--- src/hdl/sgwi_pkg.sv ---
// Shared types and constants of the sorted gate window integrator.
package sgwi_pkg;

  localparam int SIG_W      = 24;
  localparam int SUM_W      = 48;
  localparam int COUNT_BITS = 24;
  localparam int MEAN_W     = 24;
  localparam int TS_W       = 64;

  localparam logic signed [SUM_W-1:0] SUM_MAX = {1'b0, {(SUM_W-1){1'b1}}};
  localparam logic signed [SUM_W-1:0] SUM_MIN = {1'b1, {(SUM_W-1){1'b0}}};
  localparam logic [COUNT_BITS-1:0] COUNT_MAX = {COUNT_BITS{1'b1}};

  // Quotient magnitude limits for the signed mean.
  localparam logic [SUM_W-1:0] MEAN_POS_LIM = SUM_W'((64'd1 << (MEAN_W - 1)) - 64'd1);
  localparam logic [SUM_W-1:0] MEAN_NEG_LIM = SUM_W'(64'd1 << (MEAN_W - 1));
  localparam logic signed [MEAN_W-1:0] MEAN_MAX = {1'b0, {(MEAN_W-1){1'b1}}};
  localparam logic signed [MEAN_W-1:0] MEAN_MIN = {1'b1, {(MEAN_W-1){1'b0}}};

  typedef enum logic [1:0] {
    FN_SAMPLE = 2'd0,
    FN_WINDOW = 2'd1,
    FN_FLUSH  = 2'd2,
    FN_NOP    = 2'd3
  } func_t;

  typedef enum logic [2:0] {
    ST_OK      = 3'd0,
    ST_EMPTY   = 3'd1,
    ST_INVALID = 3'd2,
    ST_FULL    = 3'd3,
    ST_SAT     = 3'd4
  } status_t;

  typedef struct packed {
    logic                    start;
    logic signed [SUM_W-1:0] dividend;
    logic [COUNT_BITS-1:0]   divisor;
  } div_req_t;

  typedef struct packed {
    logic                     done;
    logic signed [MEAN_W-1:0] mean;
  } div_rsp_t;

endpackage

--- src/hdl/sgwi_ram.sv ---
// Generic single-write, single-read RAM with registered read data.
module sgwi_ram #(
  parameter int WIDTH = 128,
  parameter int DEPTH = 8
) (
  input  logic                                    clk,
  input  logic                                    wr_en,
  input  logic [((DEPTH > 1) ? $clog2(DEPTH) : 1)-1:0] wr_addr,
  input  logic [WIDTH-1:0]                        wr_data,
  input  logic [((DEPTH > 1) ? $clog2(DEPTH) : 1)-1:0] rd_addr,
  output logic [WIDTH-1:0]                        rd_data
);

  logic [WIDTH-1:0] mem [DEPTH];

  always_ff @(posedge clk) begin
    if (wr_en) begin
      mem[wr_addr] <= wr_data;
    end
    rd_data <= mem[rd_addr];
  end

endmodule

--- src/hdl/sgwi_div.sv ---
// Shared restoring divider: signed sum over unsigned count, one quotient bit per cycle.
module sgwi_div
  import sgwi_pkg::*;
(
  input  logic     clk,
  input  logic     rst,
  input  div_req_t req,
  output div_rsp_t rsp
);

  localparam int STEP_W = $clog2(SUM_W);

  logic                  busy;
  logic                  done;
  logic                  neg;
  logic [STEP_W-1:0]     step;
  logic [SUM_W-1:0]      quo;
  logic [COUNT_BITS-1:0] rem;
  logic [COUNT_BITS-1:0] dvs;

  logic [COUNT_BITS:0]   rem_sh;
  logic [COUNT_BITS:0]   diff;
  logic                  ge;
  logic signed [MEAN_W-1:0] mean_sat;

  assign rem_sh = {rem, quo[SUM_W-1]};
  assign diff   = rem_sh - {1'b0, dvs};
  assign ge     = rem_sh >= {1'b0, dvs};

  // Apply sign and clamp to the mean range.
  always_comb begin
    if (neg) begin
      mean_sat = (quo > MEAN_NEG_LIM) ? MEAN_MIN : -$signed(quo[MEAN_W-1:0]);
    end else begin
      mean_sat = (quo > MEAN_POS_LIM) ? MEAN_MAX : $signed(quo[MEAN_W-1:0]);
    end
  end

  assign rsp.done = done;
  assign rsp.mean = mean_sat;

  always_ff @(posedge clk) begin
    if (rst) begin
      busy <= 1'b0;
      done <= 1'b0;
    end else begin
      if (req.start) begin
        busy <= 1'b1;
        done <= 1'b0;
        neg  <= req.dividend[SUM_W-1];
        quo  <= req.dividend[SUM_W-1] ? SUM_W'(-req.dividend) : SUM_W'(req.dividend);
        rem  <= '0;
        dvs  <= req.divisor;
        step <= '0;
      end else if (busy) begin
        rem  <= ge ? diff[COUNT_BITS-1:0] : rem_sh[COUNT_BITS-1:0];
        quo  <= {quo[SUM_W-2:0], ge};
        step <= step + 1'b1;
        // Finish after the last quotient bit.
        busy <= (step != STEP_W'(SUM_W - 1));
        done <= (step == STEP_W'(SUM_W - 1));
      end else begin
        done <= 1'b0;
      end
    end
  end

endmodule

--- src/hdl/sorted_gate_window_integrator_unit.sv ---
// Top level of the sorted gate window integrator: window queue, sequencer and result register.
//
// Usage: items enter on the s_axis channel; tuser carries the function (sample, new
// window, flush, no-op) and tdata carries ts, sig, window_start and window_end.
// Results leave on the m_axis channel, one per closed window or rejected window;
// tuser carries the status and tlast marks the final result caused by one item.
// A new window is stored in the queue RAM in the cycle it is accepted and the block
// is ready again in the next cycle; a rejected window passes through S_FINAL, which
// loads it into the output register once the output is free, and then the block is ready.
// A no-op, or a sample or flush that finds the queue empty, stays in idle; otherwise
// a sample or flush passes through S_WAIT and S_CHECK. Each closed window returns
// through S_WAIT to S_CHECK, after S_DIV when it holds samples: the mean comes from one
// shared divider that retires one quotient bit per cycle over the 48-bit sum. An item
// that closes windows hands its final result to the output in S_FINAL.
// The input side is ready only in the idle state.
// Reset empties the queue and clears the running sum, count and saturation flag;
// queue contents are not cleared and need no clearing pass. When the receiver
// stalls, the result waits in the output register while the next result is held
// in a pending register, and the sequencer waits until the output frees.
module sorted_gate_window_integrator_unit
  import sgwi_pkg::*;
#(
  parameter int QUEUE_DEPTH = 8
) (
  input  logic         clk,
  input  logic         rst,
  input  logic         s_axis_tvalid,
  output logic         s_axis_tready,
  // [63:0] ts, [87:64] sig, [151:88] window_start, [215:152] window_end
  input  logic [215:0] s_axis_tdata,
  // [1:0] func
  input  logic [1:0]   s_axis_tuser,
  output logic         m_axis_tvalid,
  input  logic         m_axis_tready,
  // [47:0] sum, [71:48] count, [95:72] mean
  output logic [95:0]  m_axis_tdata,
  // [2:0] status
  output logic [2:0]   m_axis_tuser,
  output logic         m_axis_tlast
);

  localparam int AW = (QUEUE_DEPTH > 1) ? $clog2(QUEUE_DEPTH) : 1;
  localparam int FW = $clog2(QUEUE_DEPTH + 1);

  typedef enum logic [4:0] {
    S_IDLE  = 5'b00001,
    S_WAIT  = 5'b00010,
    S_CHECK = 5'b00100,
    S_DIV   = 5'b01000,
    S_FINAL = 5'b10000
  } state_t;

  state_t state;

  // Queue bookkeeping and running integration of the head window.
  logic [AW-1:0]         head_ptr;
  logic [AW-1:0]         tail_ptr;
  logic [FW-1:0]         fill;
  logic signed [SUM_W-1:0] run_sum;
  logic [COUNT_BITS-1:0] run_count;
  logic                  count_sat;

  // Latched item.
  func_t                 cur_func;
  logic [TS_W-1:0]       cur_ts;
  logic signed [SIG_W-1:0] cur_sig;

  // Pending result, held until it is known whether another result follows.
  logic                  pend_valid;
  logic signed [SUM_W-1:0] pend_sum;
  logic [COUNT_BITS-1:0] pend_count;
  logic signed [MEAN_W-1:0] pend_mean;
  status_t               pend_status;

  // Input fields.
  func_t                 in_func;
  logic [TS_W-1:0]       in_ts;
  logic [SIG_W-1:0]      in_sig;
  logic [TS_W-1:0]       in_ws;
  logic [TS_W-1:0]       in_we;

  assign in_func = func_t'(s_axis_tuser);
  assign in_ts   = s_axis_tdata[63:0];
  assign in_sig  = s_axis_tdata[87:64];
  assign in_ws   = s_axis_tdata[151:88];
  assign in_we   = s_axis_tdata[215:152];

  logic accept;
  logic out_free;
  logic queue_full;
  logic win_ok;
  logic wr_en;

  assign s_axis_tready = (state == S_IDLE);
  assign accept        = s_axis_tvalid && s_axis_tready;
  assign out_free      = !m_axis_tvalid || m_axis_tready;
  assign queue_full    = (fill == FW'(QUEUE_DEPTH));
  assign win_ok        = in_ws < in_we;
  assign wr_en         = accept && (in_func == FN_WINDOW) && win_ok && !queue_full;

  // Head entry of the queue, read through the registered RAM port in the cycle after the head pointer settles.
  logic [2*TS_W-1:0] head_entry;
  logic [TS_W-1:0]   head_start;
  logic [TS_W-1:0]   head_end;

  sgwi_ram #(
    .WIDTH (2 * TS_W),
    .DEPTH (QUEUE_DEPTH)
  ) u_queue (
    .clk     (clk),
    .wr_en   (wr_en),
    .wr_addr (tail_ptr),
    .wr_data ({in_we, in_ws}),
    .rd_addr (head_ptr),
    .rd_data (head_entry)
  );

  assign head_start = head_entry[TS_W-1:0];
  assign head_end   = head_entry[2*TS_W-1:TS_W];

  logic closes;
  logic in_win;
  logic close_go;
  logic out_load;

  assign closes   = (fill != '0) && ((cur_func == FN_FLUSH) || (head_end <= cur_ts));
  assign in_win   = (fill != '0) && (cur_func == FN_SAMPLE) &&
                    (head_start <= cur_ts) && (cur_ts < head_end);
  // A close may proceed once an earlier pending result can move to the output.
  assign close_go = (state == S_CHECK) && closes && (!pend_valid || out_free);
  // Load the output register with an earlier result or with the final one.
  assign out_load = (close_go && pend_valid) || ((state == S_FINAL) && out_free);

  // Saturating accumulate of the sample signal.
  logic signed [SUM_W:0]   sum_wide;
  logic signed [SUM_W-1:0] sum_sat;

  assign sum_wide = {run_sum[SUM_W-1], run_sum} + (SUM_W + 1)'(cur_sig);

  always_comb begin
    if (sum_wide[SUM_W] != sum_wide[SUM_W-1]) begin
      sum_sat = sum_wide[SUM_W] ? SUM_MIN : SUM_MAX;
    end else begin
      sum_sat = sum_wide[SUM_W-1:0];
    end
  end

  div_req_t div_req;
  div_rsp_t div_rsp;

  assign div_req.start    = close_go && (run_count != '0);
  assign div_req.dividend = run_sum;
  assign div_req.divisor  = run_count;

  sgwi_div u_div (
    .clk (clk),
    .rst (rst),
    .req (div_req),
    .rsp (div_rsp)
  );

  function automatic logic [AW-1:0] ptr_inc(input logic [AW-1:0] p);
    return (p == AW'(QUEUE_DEPTH - 1)) ? '0 : p + 1'b1;
  endfunction

  always_ff @(posedge clk) begin
    if (rst) begin
      state         <= S_IDLE;
      head_ptr      <= '0;
      tail_ptr      <= '0;
      fill          <= '0;
      run_sum       <= '0;
      run_count     <= '0;
      count_sat     <= 1'b0;
      pend_valid    <= 1'b0;
      m_axis_tvalid <= 1'b0;
    end else begin
      // Raise valid on a load, drop the output item once taken.
      if (out_load) begin
        m_axis_tvalid <= 1'b1;
      end else if (m_axis_tready) begin
        m_axis_tvalid <= 1'b0;
      end

      case (state)
        S_IDLE: begin
          if (accept) begin
            cur_func <= in_func;
            cur_ts   <= in_ts;
            cur_sig  <= in_sig;
            case (in_func)
              FN_SAMPLE, FN_FLUSH: begin
                if (fill != '0) begin
                  state <= S_WAIT;
                end
              end
              FN_WINDOW: begin
                if (!win_ok || queue_full) begin
                  pend_sum    <= '0;
                  pend_count  <= '0;
                  pend_mean   <= '0;
                  pend_status <= win_ok ? ST_FULL : ST_INVALID;
                  pend_valid  <= 1'b1;
                  state       <= S_FINAL;
                end else begin
                  tail_ptr <= ptr_inc(tail_ptr);
                  fill     <= fill + 1'b1;
                end
              end
              default: begin
              end
            endcase
          end
        end

        S_WAIT: begin
          state <= S_CHECK;
        end

        S_CHECK: begin
          if (closes) begin
            if (close_go) begin
              // Push the earlier result out; it is not the last one.
              if (pend_valid) begin
                m_axis_tdata  <= {pend_mean, pend_count, pend_sum};
                m_axis_tuser  <= pend_status;
                m_axis_tlast  <= 1'b0;
              end
              pend_sum    <= run_sum;
              pend_count  <= run_count;
              pend_status <= count_sat ? ST_SAT :
                             ((run_count == '0) ? ST_EMPTY : ST_OK);
              run_sum     <= '0;
              run_count   <= '0;
              count_sat   <= 1'b0;
              head_ptr    <= ptr_inc(head_ptr);
              fill        <= fill - 1'b1;
              if (run_count == '0) begin
                pend_mean  <= '0;
                pend_valid <= 1'b1;
                state      <= S_WAIT;
              end else begin
                pend_valid <= 1'b0;
                state      <= S_DIV;
              end
            end
          end else begin
            if (in_win) begin
              if (run_count == COUNT_MAX) begin
                count_sat <= 1'b1;
              end else begin
                run_sum   <= sum_sat;
                run_count <= run_count + 1'b1;
              end
            end
            state <= pend_valid ? S_FINAL : S_IDLE;
          end
        end

        S_DIV: begin
          if (div_rsp.done) begin
            pend_mean  <= div_rsp.mean;
            pend_valid <= 1'b1;
            state      <= S_WAIT;
          end
        end

        S_FINAL: begin
          if (out_free) begin
            m_axis_tdata  <= {pend_mean, pend_count, pend_sum};
            m_axis_tuser  <= pend_status;
            m_axis_tlast  <= 1'b1;
            pend_valid    <= 1'b0;
            state         <= S_IDLE;
          end
        end

        default: begin
          state <= S_IDLE;
        end
      endcase
    end
  end

  // Queue occupancy never exceeds its depth.
  assert property (@(posedge clk) disable iff (rst) fill <= FW'(QUEUE_DEPTH))
    else $error("queue fill above depth");

  // No pending result is left behind when the block goes idle.
  assert property (@(posedge clk) disable iff (rst) (state == S_IDLE) |-> !pend_valid)
    else $error("pending result stranded in idle");

  // Divider results arrive only while the sequencer waits for them.
  assert property (@(posedge clk) disable iff (rst) div_rsp.done |-> (state == S_DIV))
    else $error("divider done outside divide wait");

  // Saturation flag is set only with a full count.
  assert property (@(posedge clk) disable iff (rst) count_sat |-> (run_count == COUNT_MAX))
    else $error("count saturation flag without full count");

endmodule
--- config.mk ---
export PLATFORM = sky130hd
export DESIGN_NAME = sorted_gate_window_integrator_unit
export DESIGN_NICKNAME = d
export VERILOG_FILES = /design/src/hdl/sgwi_pkg.sv /design/src/hdl/sgwi_ram.sv /design/src/hdl/sgwi_div.sv /design/src/hdl/sorted_gate_window_integrator_unit.sv
export SDC_FILE = /design/constraint.sdc
export NUM_CORES = 2
export LEC_CHECK = 0
export BUFFER_PORTS_ARGS = -buffer_cell sky130_fd_sc_hd__buf_4
export CAP_MARGIN = 20
export CORE_MARGIN = 2
export CORE_UTILIZATION = 35
export DETAILED_ROUTE_END_ITERATION = 7
export PLACE_DENSITY = 0.61
export RECOVER_POWER = 25
export SETUP_SLACK_MARGIN = 0.1
export SYNTH_ARGS = -nofsm -noshare
export SYNTH_HDL_FRONTEND = slang
export SYNTH_HIERARCHICAL = 1
export SYNTH_SLANG_ARGS = --single-unit
--- constraint.sdc ---
create_clock -name clk -period 13.5 [get_ports clk]
set_clock_uncertainty 0.1 [all_clocks]
set_input_delay 0.675 -clock clk [delete_from_list [all_inputs] [get_ports clk]]
set_output_delay 0.675 -clock clk [all_outputs]
set_load 0.005 [all_outputs]
-- Yosys cells after proc, flatten, opt, wreduce, memory -nomap -nowiden
Memories as Yosys holds them, arrays and structs flattened. A register that Yosys moved wholly into a read port is not among the register bits.
Index checks and enable logic that the tools add are counted.
Widths: inputs -> output; s select.
- output and inout port bits: 102
- register bits: 484
- memory bits (writable): 1024
- word-level logic and storage cells: 226
- bits in latches: 0
- bits in read-only memories: 0
- memories: 1
- bits of input ports: 222
- memories (memory ; depth ; width ; rd ports ; clocked after Yosys merged registers in ; wr ports ; line ; source):
    u_queue.mem ; 8 ; 128 ; 1 ; 1 ; 1 ; sgwi_ram.sv:14 ; logic [WIDTH-1:0] mem [DEPTH];
- equal/unequal tests: 31
- divide/modulo/power cells: 0
- shifts and indexed selects: 0
- reductions and logical operators: 50
- bitwise logic cells: 3
- $add $sub $neg: 10
- magnitude comparators: 7
- mux-type cells: 98
- $mul: 0
- operators with widths (operator ; number):
    $mux 48 ; 14
    $mux 24 ; 18
    $mux 96 ; 4
    $pmux 96 s2 ; 1
    $le 64x64->1 ; 2
    $lt 64x64->1 ; 2
    $pmux 48 s2 ; 1
    $pmux 24 s3 ; 1
    $add 48x24->49 ; 1
    $gt 48x23->1 const B ; 1
    $gt 48x24->1 const B ; 1
    $neg 48->48 ; 1
    $pmux 24 s2 ; 1
    $mux 5 ; 8
    $mux 3 ; 12
    $ge 25x24->1 ; 1
    $pmux 5 s5 ; 1
    $add 24x1->24 const B ; 1
    $eq 24x24->1 const B ; 1
    $logic_not 24->1 ; 1
    $mux 1 ; 24
    $mux 4 ; 6
    $neg 24->24 ; 1
    $reduce_bool 24->1 ; 1
    other kinds (45) ; 94

-- Depth between registers and ports, before layout
- depth in word-level cells: 8
- depth in mapped cells: 16

-- By module
Netlist, hierarchy kept.
- by module, submodules not included (module ; times used ; area an instance (um2) ; cells each ; seq. area each (um2)):
    sgwi_ram ; 1 ; 41554.9 ; 1620 ; 33311.9
    sorted_gate_window_integrator_unit ; 1 ; 20910.1 ; 1987 ; 10480.1
    sgwi_div ; 1 ; 7629.8 ; 848 ; 3133.0

-- Worst setup path after synthesis
No wires, ideal clock.
- path kind: input -> register
- start point: in s_axis_tdata[169]
- end point: mem u_queue.mem[0][0] (enable)
- stages: 13
- path buffers: 0
- arrival: 11.302 ns
- path slack: 1.326 ns
- data required time: 12.628 ns
- library setup time: 0.772 ns
- path through: inv_1 ha_1 a21o_1 a21o_1 a21o_1 a211oi_1 o21a_1 o2111ai_1 a21oi_1 o21ai_0 nor3_1 nand2b_1 nor3_1
- word-level cells in the longest chain between the ends: 5
- ends and longest elaborated chain (what ; line ; source):
    from (decl) ; sorted_gate_window_integrator_unit.sv:30 ; input logic [215:0] s_axis_tdata,
    $lt 64x64->1 ; sorted_gate_window_integrator_unit.sv:98 ; assign win_ok = in_ws < in_we;
    $logic_and 1x1->1 (2 in a row) ; sorted_gate_window_integrator_unit.sv:99 ; assign wr_en = accept && (in_func == FN_WINDOW) && win_ok && !queue_full;
    net wr_en ; sorted_gate_window_integrator_unit.sv:92 ; logic wr_en;
    $mux 1 ; sgwi_ram.sv:17 ; if (wr_en) begin
    $mux 1 (implied by the code) ; sgwi_ram.sv:18 ; mem[wr_addr] <= wr_data;
    to (decl) ; sgwi_ram.sv:14 ;
The timed path passes the listed nets, and every way through them passes these cells.

-- Final worst setup path
- start point: in s_axis_tdata[177]
- end point: mem u_queue.mem[4][84] (enable)
The elaborated chain is that of the path after synthesis.

==> impl_results.md <==
* Pin count of the biggest net entering global routing at 132
* DRC at 0
* Overall global routing resource usage at 0.164
* Number of standard-cell rows in the floorplan at approximately 160
* Source-to-sink clock delay at the later pin of the worst-skew pair at 0.83 ns
* Area taken by flip-flops and latches at 46900 um2
* Required arrival time at the worst endpoint at around 14 ns
* CTS Root Buffer Type: clkbuf_16
* Worst-path fanout max at 49
* IO buf count at 323
* Top routing layer in use: met5
* Routed vias at 40100
* Type of origin of the critical path: input port
* Placed cell count at about 7300
* Share of synthesized registers carrying an async set or reset at 0
* Routed met1 length at a little over 70000 um
* Area contributors post-synth: edfxtp_1, dfxtp_1, mux4_2, ha_1, mux4_1
* Register-to-register path setup slack at 7.68 ns
* Worst Path Class, Setup: in -> reg
* Boundary Pins at between 300 and 400
* Critical register-to-register path startpoint: cur_ts[39]$_DFFE_PP_
* Maxcap violations at 0
* Sequential element share of the synthesized area at 0.669
* Vias per cell at 5.10
* Met2 wire len at ~85000 um
* Area of combinational cells with multiple inputs at between 20000 and 25000 um2
* DRT Wirelength at between 150000 and 200000 um
* Number of fill cells in the layout at 18100
* Number of cells on the worst reg-to-reg path at 12
* Total power at between 0.01 and 0.015 W
* First-pass GRT wire length at 255000 um
* Number of distinct library cell variants in the gate-level netlist after synthesis at 92
* Maximum VDD drop at 0.120 mV
* R2r endpoint: u_div/quo[12]$_DFFE_PP_
* Net count of the mapped netlist at 4954
* Origin of the worst setup path: s_axis_tdata[177]
* Placeable core region at 199000 um2
* Most repeated cell in the gate-level netlist after synthesis: edfxtp_1
* HPWL reported at the end of detailed placement at 106000 um
* Via count of the first global-routing pass at 40900
* Final worst path period need at 7.01 ns
* Antenna violations before repair at 30
* Achievable Freq at 143 MHz
* Post-synth EDFFs at about 1400
* Class of the worst hold path: in -> reg
* Average wire length per cell after detail routing at 21.5 um
* Setup_tns at 0 ns
* Layout cell share with drive strength beyond 1 at 0.172
* Die width at 452 um
* Total count of max-transition violations in the final report at 0
* Syn Inst Count at about 4500
* Die Height at 452 um
* Netlist Area Pre-Place at 70100 um2
* Main flop type after synthesis: edfxtp_1
* Final net count at 5548
* Initial detailed-routing violation count at between 2000 and 3000
* Commonest cells in the synthesized netlist: edfxtp_1, ha_1, inv_1
* Mean area per synthesized cell at 15.7 um2
* Final Hold Viols at 0
* HP Start: m_axis_tready
* Post-synth top area cell: edfxtp_1
* Post-route insts no fill at 7861
* Hold path depth at 3
* Starting utilization of the core area at 0.351
* Final clock period utilization by the worst path at 0.519
* Area growth, synth to finish at 18.1%
* Final weighted congestion in routability-driven placement at approximately 0.86
* Worst slew pin tran at around 1.0 ns
* Max clock buf depth at 3
* Clock tree from TritonCTS: done
* Crit path capture type: register
* Pwr Density at 135 nW/um2
* Endpoint with the worst hold slack: m_axis_tvalid$_SDFFE_PP0P_
* Leakage dissipation at between 20 and 30 nW
* Antenna Violating Nets Remaining at 0
* Arrival time worst endpoint at 7.33 ns
* Setup repair bufs after CTS at 0
* Final Util at 0.415
* H-Tree Depth at 4
* Met3 wire length at 7790 um
* Outcome: complete, no violations
* CTS clk-pin slew, worst paths at 0.06 ns
* Area share of the largest cell type after synthesis at 0.607
* Final setup violating endpoints at 0
* Normalized max-slew margin at 0.289
* Flops & latches, synth at around 1600
* First-pass iteration count of the detailed router at 5
* Remaining Overflow, GRT at 0
* RSZ-0062 raised after global routing: false
* Count of yosys warnings during synthesis at 6
* Die ar. at 204000 um2
* Clock tree sinks at between 1500 and 2000
* Number of buffers created by CTS at 175
-- worst max path at each step --
stage,slack (ns),end
floorplan,1.33,u_queue/mem[0][0]$_DFFE_PP_
global placement,6.58,u_queue/mem[4][86]$_DFFE_PP_
detailed placement,6.45,u_queue/mem[4][45]$_DFFE_PP_
CTS,6.73,u_queue/mem[4][84]$_DFFE_PP_
global route,6.06,u_queue/mem[4][84]$_DFFE_PP_
finish,6.49,u_queue/mem[4][84]$_DFFE_PP_
-- timing repair --
action | CTS | global route
gates resized for setup | 0 | 0
hold buffers | 218 | 0
endpoints found under the hold margin | 1071 | 0
-- worst max-delay path, cell delays in order --
cell           delay [ns]
dlygate4sd3_1        0.53
clkbuf_1             0.34
inv_1                0.11
ha_1                 0.30
a21o_1               0.18
a21o_1               0.18
a21oi_1              0.36
o21a_1               0.20
o31a_1               0.12
o2111ai_1            0.22
a21oi_1              0.64
o21ai_0              0.34
nor3_1               0.30
nand2_1              0.27
nor3_2               0.19
buf_4                0.69
buf_4                0.87
buf_4                0.68
-- layout by cell type, fill, tap and decap left out, types with 38 or more instances in the layout --
cell,Yosys,routed
nor2_1,225,216
a21oi_1,227,227
nand3_1,78,78
dlygate4sd3_1,0,218
mux2_2,131,131
clkbuf_4,1,44
nor3_1,64,60
a21o_1,76,76
clkinv_2,0,38
mux4_1,72,72
xor2_1,87,87
edfxtp_1,1416,1416
xnor2_1,43,42
o21ai_0,147,147
dfxtp_1,220,216
clkbuf_1,99,155
nand4_1,65,65
and3_1,90,90
inv_1,252,251
ha_1,274,274
nand2_1,198,198
buf_4,5,203
clkbuf_16,0,178
mux4_2,184,184
-- final cells by class --
| type | instances | area share |
|---|---|---|
| multi-input cells | 2388 | 0.256 |
| flip-flops and latches | 1636 | 0.567 |
| diodes | 9 | 0.000272 |
| repair buffers | 594 | 0.0554 |
| inverters | 254 | 0.0115 |
| clock inverters | 97 | 0.0108 |
| well taps | 2656 | 0.0401 |
| clock buffers | 227 | 0.0583 |
-- power by group --
| part | internal [W] | leakage (nW) | switching, W |
|---|---|---|---|
| logic | 0.000279 | 12.1 | 0.000437 |
| registers | 0.00567 | 14.6 | 0.0000729 |
| clock network | 0.00273 | 2.79 | 0.00200 |
-- state kept, by name, indices dropped and copies added (netlist names), 24 cells and up --
name             flops
u_div/rem           24
cur_ts              64
u_queue/mem       1024
run_sum             48
run_count           24
pend_sum            48
u_div/dvs           24
pend_count          24
m_axis_tdata        96
pend_mean           24
u_queue/rd_data    128
u_div/quo           48
cur_sig             24
-- metal layers --
metal  track usage  up-vias
met1         0.214    20200
met4        0.0423       10
met2         0.285      998
li1              -    18600
met3        0.0261      258
met5             0        -
-- stage by stage --
step,instance area [um2],hold slack (ns),setup WS [ns]
after detailed placement,75300,0.305,6.45
final,82800,0.0951,6.49
after CTS,83200,0.00910,6.73
after global placement,75300,0.306,6.58
after floorplan,70100,0.300,1.33
after global routing,82800,0.0537,6.06
-- kinds of logic (layout without fill, tap and decap cells) --
family | Yosys count | count (layout) | share of synthesized area
DFF | 1636 | 1636 | 0.669
and+or+nand+nor | 906 | 906 | 0.0653
AOI/OAI and AO/OA | 680 | 680 | 0.0612
buffers and inverters | 431 | 1172 | 0.0298
muxes | 395 | 395 | 0.108
adders and majority gates | 277 | 277 | 0.0498
xor gates and xnor gates | 130 | 130 | 0.0162
other | 0 | 9 | 0
(Power assumes the default switching activity.)
